==> src/rtl/pfs_pkg.sv <==
// Shared constants, types and state codes of the prefix-function stream block.
`default_nettype none

package pfs_pkg;

  localparam int MAX_LEN  = 1024;
  localparam int IDX_W    = $clog2(MAX_LEN);
  localparam int POS_W    = $clog2(MAX_LEN + 1);
  localparam int SYM_W    = 8;
  localparam int BORDER_W = 10;

  typedef logic [IDX_W-1:0] idx_t;
  typedef logic [POS_W-1:0] pos_t;
  typedef logic [SYM_W-1:0] sym_t;

  typedef struct packed {
    sym_t symbol;
    logic first;
    logic last;
  } pfs_item_t;

  typedef struct packed {
    logic [BORDER_W-1:0] border_length;
    logic                overflow;
    logic                end_of_string;
  } pfs_result_t;

  // Both stores share write enable and address; reads differ by one entry.
  typedef struct packed {
    logic wr_en;
    idx_t wr_addr;
    idx_t rd_sym_addr;
    idx_t rd_brd_addr;
  } pfs_mem_ctl_t;

  typedef enum logic [1:0] {
    ST_IDLE = 2'b01,
    ST_CMP  = 2'b10
  } pfs_state_t;

endpackage

`default_nettype wire

==> src/rtl/pfs_seq.sv <==
// Sequencer and shared compare unit that walks the fallback chain per byte.
`default_nettype none

module pfs_seq
  import pfs_pkg::*;
(
  input  wire logic         clk,
  input  wire logic         rst_n,
  input  wire logic         start,
  input  wire pfs_item_t    item,
  input  wire sym_t         sym_rd,
  input  wire idx_t         brd_rd,
  output logic              idle,
  output logic              done,
  output pfs_result_t       result,
  output pfs_mem_ctl_t      mem_ctl,
  output sym_t              wr_sym,
  output idx_t              wr_border
);

  pfs_state_t state_r, state_nxt;
  pos_t       pos_r, pos_nxt;
  idx_t       prev_r, prev_nxt;
  idx_t       j_r, j_nxt;
  sym_t       sym_r, sym_nxt;
  logic       last_r, last_nxt;

  pos_t eff_pos;
  idx_t j_start;
  idx_t j_fall;
  idx_t border;
  logic match;
  logic finish;
  logic last_now;

  assign eff_pos = item.first ? '0 : pos_r;
  // Clamp the starting index below the current position.
  assign j_start = (POS_W'(prev_r) >= eff_pos) ? IDX_W'(eff_pos - 1'b1) : prev_r;
  assign match   = (sym_rd == sym_r);
  assign finish  = match || (j_r == '0);
  assign j_fall  = (brd_rd < j_r) ? brd_rd : '0;
  assign idle    = (state_r == ST_IDLE);

  always_comb begin
    state_nxt = state_r;
    pos_nxt   = pos_r;
    prev_nxt  = prev_r;
    j_nxt     = j_r;
    sym_nxt   = sym_r;
    last_nxt  = last_r;
    done      = 1'b0;
    border    = '0;
    last_now  = last_r;
    mem_ctl   = '0;
    wr_sym    = sym_r;
    result    = '0;
    unique case (state_r)
      ST_IDLE: begin
        wr_sym              = item.symbol;
        last_now            = item.last;
        mem_ctl.wr_addr     = IDX_W'(eff_pos);
        mem_ctl.rd_sym_addr = j_start;
        mem_ctl.rd_brd_addr = j_start - 1'b1;
        if (start) begin
          sym_nxt  = item.symbol;
          last_nxt = item.last;
          if (eff_pos >= POS_W'(MAX_LEN)) begin
            // Beyond the store: flag, do not store.
            done            = 1'b1;
            result.overflow = 1'b1;
          end else if (eff_pos == '0) begin
            done          = 1'b1;
            mem_ctl.wr_en = 1'b1;
            pos_nxt       = POS_W'(1);
            prev_nxt      = '0;
          end else begin
            pos_nxt   = eff_pos;
            j_nxt     = j_start;
            state_nxt = ST_CMP;
          end
          if (done && item.last) begin
            pos_nxt  = '0;
            prev_nxt = '0;
          end
        end
      end
      ST_CMP: begin
        mem_ctl.wr_addr     = IDX_W'(pos_r);
        mem_ctl.rd_sym_addr = j_fall;
        mem_ctl.rd_brd_addr = j_fall - 1'b1;
        if (finish) begin
          border        = j_r + IDX_W'(match);
          done          = 1'b1;
          mem_ctl.wr_en = 1'b1;
          prev_nxt      = border;
          pos_nxt       = pos_r + 1'b1;
          state_nxt     = ST_IDLE;
          if (last_r) begin
            pos_nxt  = '0;
            prev_nxt = '0;
          end
        end else begin
          j_nxt = j_fall;
        end
      end
      default: begin
        state_nxt = ST_IDLE;
      end
    endcase
    wr_border            = border;
    result.border_length = BORDER_W'(border);
    result.end_of_string = last_now;
  end

  always_ff @(posedge clk) begin
    if (!rst_n) begin
      state_r <= ST_IDLE;
      pos_r   <= '0;
      prev_r  <= '0;
    end else begin
      state_r <= state_nxt;
      pos_r   <= pos_nxt;
      prev_r  <= prev_nxt;
    end
    j_r    <= j_nxt;
    sym_r  <= sym_nxt;
    last_r <= last_nxt;
  end

  a_pos_bound: assert property (@(posedge clk) disable iff (!rst_n)
    pos_r <= POS_W'(MAX_LEN))
    else $error("position beyond store depth");

  a_prev_below_pos: assert property (@(posedge clk) disable iff (!rst_n)
    (pos_r != '0) |-> (POS_W'(prev_r) < pos_r))
    else $error("previous border not below position");

  a_prev_zero: assert property (@(posedge clk) disable iff (!rst_n)
    (pos_r == '0) |-> (prev_r == '0))
    else $error("previous border set at string start");

  a_walk_index: assert property (@(posedge clk) disable iff (!rst_n)
    (state_r == ST_CMP) |-> (POS_W'(j_r) < pos_r))
    else $error("walk reads an entry not yet written");

  a_no_start_busy: assert property (@(posedge clk) disable iff (!rst_n)
    (state_r == ST_CMP) |-> !start)
    else $error("item started during walk");

endmodule

`default_nettype wire

==> config.mk <==
export PLATFORM = sky130hd
export DESIGN_NAME = pfs_seq
export DESIGN_NICKNAME = d
export VERILOG_FILES = /design/src/rtl/pfs_pkg.sv /design/src/rtl/pfs_seq.sv
export SDC_FILE = /design/constraint.sdc
export NUM_CORES = 1
export LEC_CHECK = 0
export BUFFER_PORTS_ARGS = -buffer_cell sky130_fd_sc_hd__buf_2
export CORE_MARGIN = 3
export CORE_UTILIZATION = 59
export CTS_BUF_LIST = sky130_fd_sc_hd__clkbuf_16
export CTS_CLUSTER_DIAMETER = 120
export CTS_CLUSTER_SIZE = 12
export DETAILED_ROUTE_END_ITERATION = 16
export MAX_ROUTING_LAYER = met4
export PLACE_DENSITY = 0.93
export SYNTH_ARGS = -nofsm -noshare
export SYNTH_HDL_FRONTEND = slang
export SYNTH_SLANG_ARGS = --single-unit
==> constraint.sdc <==
create_clock -name clk -period 7.8 [get_ports clk]
set_clock_uncertainty 0.15 [all_clocks]
set_input_delay 1.56 -clock clk [delete_from_list [all_inputs] [get_ports clk]]
set_output_delay 1.56 -clock clk [all_outputs]
set_load 0.01 [all_outputs]
==> impl_metrics.tcl, run 1 <==
set metrics [dict create \
    status "complete, no violations" \
    drtAntennaViolNets 0 \
    yosys_warnings 0 \
    async_flop_share_pct 0 \
    clockRootBuffer "clkbuf_16" \
    hpwl_um 8680 \
    synth-simple-area-share_pct 25.7 \
    synth_ff_type "dfxtp_1" \
    remaining_drc_errors 0 \
    cts_hold_buf 0 \
    clk_latency_ns 0.29 \
    gp_congestion 0.992 \
    die_h_um 85.7 \
    synth-adder-area-share_pct 8.68 \
    cp.required_ns 6.09 \
    cp_max_fo 18 \
    clock_sinks 42 \
    area_growth_pct 15.1 \
    grt_use_total_pct 31.1 \
    fin_crit_sh_pct 85.0 \
    power.density_mw_per_mm2 168 \
    fill_cells 473 \
    final_cell_mix "buf_2 (93), nor2_1 (54), nand2_1 (47)" \
    antennaDiodeCount 0 \
    syn_area_mm2 0.00375 \
    die_x_um 85.7 \
    seq_area_frac_synth_pct 27.5 \
    drv_slew 0 \
    vias 3869 \
    cts_resized 0 \
    cts_buffer_depth 2 \
    syn_area_per_cell_um2 7.76 \
    clkTransAtPathRegs_ns 0.06 \
    maxCapViolCount 0 \
    start_kind "primary input" \
    synth_compound_area_share_pct 21.0 \
    hold_path_class "reg2reg" \
    setup_ws_ns 1.17 \
    rsz0062_at_grt "no" \
    grt_pass1_vias 3679 \
    worst_ep_arrival_time_ns 4.92 \
    io_pins 94 \
    antenna_found_initial 0 \
    grt_max_degree 22 \
    cts_tree "done" \
    die_area_mm2 0.00734 \
    drtPass1Iterations 5 \
    post_cts_buffers 0 \
    clock.fmax_ghz 0.151 \
    relSlewSlack_pct 41.8 \
    initial_utilization_pct 62.2 \
    setup_viol 0 \
    design_area_mm2 0.00431 \
    routedWlPerCell_um 17.6 \
    core-area_mm2 0.00603 \
    synthDistinctLibCells 66 \
    h-tree-depth 2 \
    drtIter0Drc 353 \
    synthXorXnorAreaFrac_pct 6.31 \
    critPathKind "in2out" \
    setup_tns_ns 0 \
    ir_drop_mv 0.125 \
    placed_area_mm2 0.00413 \
    whs_ns 0.369 \
    finalPower_uw 722 \
    grt_pass1_wl_um 17600 \
    syn_inst 483 \
    synth_top_family_by_area "simple AND/OR/NAND/NOR gates" \
    min_period_ns 6.63 \
    hold_viol 0 \
    std_cell_rows 28 \
    final_common_cell "buf_2" \
    regArea_mm2 0.00103 \
    synthMuxAreaShare_pct 2.97 \
    ys_ff_latch 42 \
    multiInputGateArea_mm2 0.00242 \
    overflow 0 \
    pre_cts_slack_ns 1.22 \
    drive_above_1_share_pct 23.5 \
    vias_per_cell 6.21 \
    endpoint_kind "output port" \
    nNetsFinal 604 \
    io_buffers 93 \
    syn_nets 540 \
    drt_wl_total_um 11000 \
    synth_edf_count 19 \
    worstMarginPinSlew_ns 0.874 \
    numCtsBuffers 5 \
    p_leak_nw 1.91 \
]
==> state kept, by name (all words and copies together), names as in the netlist <==
| register | cells |
|---|---|
| last_r | 1 |
| j_r | 10 |
| state_r | 2 |
| pos_r | 11 |
| prev_r | 10 |
| sym_r | 8 |
==> metal layers <==
metal	track usage, %	wire [um]	up-vias
met5	-	0	-
met4	10.9	281	0
met3	4.42	888	33
met2	50.4	5170	198
met1	39.9	4630	1787
li1	-	-	1851
==> kinds of logic after synthesis <==
group | after synthesis
simple gates | 195
compound gates | 118
buf+inv | 65
flops | 42
xor+xnor | 27
fa+ha+maj | 26
mux | 10
==> report_power, final <==
group | total [mW] | internal [mW] | switching, mW
clock network | 0.255 | 0.170 | 0.0852
registers | 0.252 | 0.243 | 0.00869
logic | 0.215 | 0.0847 | 0.131
total | 0.722 | 0.498 | 0.225
==> area by class of cell <==
cell class	count	area share (%)
clock buffers	6	3.48
well taps	75	2.18
clock inverters	2	0.783
repair buffers	95	11.1
multi-input cells	376	56.2
inverters	27	2.35
flip-flops and latches	42	23.9
==> final timing paths <==
kind	start	to	slack [ns]	cells after the start
max	item[1]	mem_ctl[8]	1.17	16
min reg2reg	state_r[1]	state_r[1]	0.37	1
min	state_r[1]	state_r[1]	0.37	1
max reg2reg	j_r[1]	pos_r[9]	4.12	8
==> through the flow <==
step / utilization [%] / cells
after global placement: 68.5 / 615
after floorplan: - / 483
after CTS: 71.6 / 623
after global routing: 71.6 / 623
after detailed placement: 68.5 / 615
final: 71.6 / 623
==> synthesized netlist by cell type, types with 3 or more instances <==
library cell  count  area [um2]
dfxtp_1          23         460
a21oi_1          33         165
nand3_1          10        50.1
o21a_1            6        45.0
o21ai_1           6        30.0
clkbuf_1         20        75.1
ha_1             26         325
nand2_1          47         176
inv_1            26        97.6
and3_1            9        56.3
buf_4            11        82.6
o21ai_0          24         120
mux2_2            9         101
nand3b_1          5        37.5
a221oi_1          3        26.3
xor2_1            4        35.0
nand4_1          10        62.6
a211oi_1          4        30.0
nor2_1           54         203
edfxtp_1         19         571
nor2b_1           5        31.3
o22ai_1           4        25.0
nor4_1            3        18.8
and2_1           12        75.1
buf_2             5        25.0
xnor2_1          23         201
or2_2             3        18.8
o211ai_1          7        52.6
nor3_1           23         115
nand2b_1          4        25.0
==> critical path, cell delays in order <==
cell     delay, ns
buf_2         0.17
inv_2         0.19
nand2_1       0.13
ha_1          0.34
a21o_1        0.19
a31oi_2       0.23
o31a_2        0.22
a21oi_2       0.19
o22ai_1       0.25
o21ai_0       0.18
inv_1         0.11
ha_1          0.22
nand4_2       0.13
or4_1         0.49
a21oi_1       0.16
buf_2         0.15
Note: power is estimated with default switching activity, not from simulation.
==> inputs of run 2 (changes only) <==
--- a/config.mk
+++ b/config.mk
@@ -7,13 +7,13 @@
 export LEC_CHECK = 0
 export BUFFER_PORTS_ARGS = -buffer_cell sky130_fd_sc_hd__buf_2
 export CORE_MARGIN = 3
-export CORE_UTILIZATION = 59
+export CORE_UTILIZATION = 35
 export CTS_BUF_LIST = sky130_fd_sc_hd__clkbuf_16
 export CTS_CLUSTER_DIAMETER = 120
 export CTS_CLUSTER_SIZE = 12
 export DETAILED_ROUTE_END_ITERATION = 16
 export MAX_ROUTING_LAYER = met4
-export PLACE_DENSITY = 0.93
+export PLACE_DENSITY = 0.62
 export SYNTH_ARGS = -nofsm -noshare
 export SYNTH_HDL_FRONTEND = slang
 export SYNTH_SLANG_ARGS = --single-unit
==> constraint.sdc (replaced) <==
create_clock -name clk -period 8.08 [get_ports clk]
set_clock_uncertainty 0.15 [all_clocks]
set_input_delay 1.616 -clock clk [delete_from_list [all_inputs] [get_ports clk]]
set_output_delay 1.616 -clock clk [all_outputs]
set_load 0.1 [all_outputs]
==> run 2 against run 1 <==
Effect of this change:
- critical path depth is 3 lower
- total power grew 23%
- clock power down 25%
- non-clock buffer count did not move
- cell count is 9.8% higher
- hold slack got worse by 0.018 ns
- critical path type unchanged
==> impl_metrics.tcl, run 2 (synthesized netlist as in run 1, its figures left out) <==
set metrics [dict create \
    cts_hold_buf 0 \
    grt_pass1_vias 3563 \
    start_kind "primary input" \
    clockRootBuffer "clkbuf_16" \
    critPathKind "in2out" \
    p_switching_uw 460 \
    hold_viol 0 \
    io_pins 94 \
    die_area_mm2 0.0120 \
    fill_cells 1090 \
    clock.fmax_ghz 0.143 \
    maxUsedRoutingLayer "met4" \
    overflow 0 \
    critPathMostFrequentCell "buf_2" \
    cp.buffers_inverters 3 \
    maxCapViolCount 0 \
    wl_met2_um 5380 \
    crit_path_cell_trace "buf_2 > inv_2 > nand2_1 > ha_1 > a21o_1 > a31oi_2 > o31a_2 > a21oi_2 > mux2i_1 > o21ai_1 > or4_1 > a21oi_1 > buf_2" \
    power.density_mw_per_mm2 205 \
    endpoint_kind "output port" \
    largest-register "pos_r" \
    drtIter0Drc 308 \
    drt_wl_total_um 11600 \
    cts_resized 0 \
    h-tree-depth 2 \
    hold_path_class "reg2reg" \
    area_growth_pct 15.9 \
    nNetsFinal 604 \
    cp.required_ns 6.31 \
    gp_congestion 0.955 \
    cts_tree "done" \
    worst_ep_arrival_time_ns 5.22 \
    std_cell_rows 37 \
    power.switching_fraction_pct 51.8 \
    clock_sinks 42 \
    largest_reg_flops 11 \
    io_buffers 93 \
    status "complete, no violations" \
    initial_utilization_pct 36.1 \
    whs_ns 0.351 \
    die_h_um 109 \
    p_leak_nw 1.89 \
    grt_use_total_pct 20.0 \
    slowest_delay_ns 0.56 \
    final_cell_mix "buf_2 (93), nor2_1 (54), nand2_1 (47)" \
    reg.largest.list "pos_r (11), j_r (10), prev_r (10)" \
    cp_top_family "compound AO/OA/AOI/OAI gates" \
    p_seq_share_pct 27.4 \
    remaining_drc_errors 0 \
    clkTransAtPathRegs_ns 0.06 \
    clk_latency_ns 0.28 \
    slowest_stage "a21oi_2" \
    p_comb_share_pct 51.1 \
    worstMarginPinSlew_ns 0.930 \
    finalPower_uw 888 \
    post_cts_buffers 0 \
    drtAntennaViolNets 0 \
    p_int_uw 428 \
    antennaDiodeCount 0 \
    rsz0062_at_grt "no" \
    wl_met1_um 5260 \
    cts_buffer_depth 2 \
    final_common_cell "buf_2" \
    setup_viol 0 \
    hpwl_um 9250 \
    die_x_um 109 \
    fin_crit_sh_pct 86.5 \
    drv_slew 0 \
    vias 3791 \
    drive_above_1_share_pct 23.0 \
    relSlewSlack_pct 38.0 \
    core-area_mm2 0.0104 \
    p_clk_share_pct 21.4 \
    numCtsBuffers 5 \
    grt_max_degree 22 \
    setup_tns_ns 0 \
    route.met3.wl_um 736 \
    vias_per_cell 5.54 \
    ir_drop_mv 0.172 \
    grt_pass1_wl_um 18300 \
    min_period_ns 6.99 \
    routedWlPerCell_um 16.9 \
    antenna_found_initial 0 \
    drtPass1Iterations 5 \
    cp_max_fo 18 \
]
[run 2: changes by cell type in the layout (fill, tap and decap cells not counted)]
cell	before	now
clkinv_1	0	1
inv_2	2	1
clkbuf_16	6	5
bufinv_16	1	0
inv_1	26	28
[run 2: worst reg2reg max path, cell delays in order, from the launching register on]
cell and delay [ns]:
dfxtp_1 0.35, inv_1 0.05, ha_1 0.50, inv_1 0.41, o21ai_1 0.18, a211oi_1 0.59
nor2b_1 0.71, a41oi_1 0.21, a311oi_1 0.26
[run 2: area by class of cell]
type	count	area [um2]	share of cell area [%]
Tap cell	136	170	3.92
Sequential cell	42	1030	23.7
Clock buffer	5	125	2.88
Clock inverter	3	11.3	0.259
Multi-Input combinational cell	376	2420	55.8
Inverter	27	101	2.33
Timing Repair Buffer	95	480	11.1
[run 2: worst paths after layout]
path	from	end	slack (ns)	depth (start not counted)
worst min register to register	state_r[1]	state_r[1]	0.35	1
worst max-delay path	item[1]	mem_ctl[8]	1.09	13
worst min-delay path	state_r[1]	state_r[1]	0.35	1
worst max register to register	state_r[1]	pos_r[9]	4.58	8
[run 2: power by group through the flow]
stage          Clock (mW)  Sequential, mW  Combinational [mW]
6_report            0.190           0.244               0.454
5_1_grt             0.204           0.245               0.475
4_1_cts             0.195           0.243               0.455
3_5_place_dp            0           0.248               0.455
3_3_place_gp            0           0.248               0.453
2_1_floorplan           0           0.245               0.381
[run 2: routing by layer]
metal / GRT usage (%) / vias up
li1: - / 1848
met1: 27.0 / 1759
met2: 32.3 / 164
met3: 2.00 / 20
met4: 5.16 / 0
met5: - / -
[run 2: metrics by stage]
step	util, %	instances	area (um2)	setup WS, ns
after floorplan	-	483	3750	0.348
after detailed placement	40.6	676	4210	1.12
final	41.9	684	4340	1.09
after CTS	41.9	684	4340	1.10
after global routing	41.9	684	4340	0.821
after global placement	40.6	676	4210	1.20
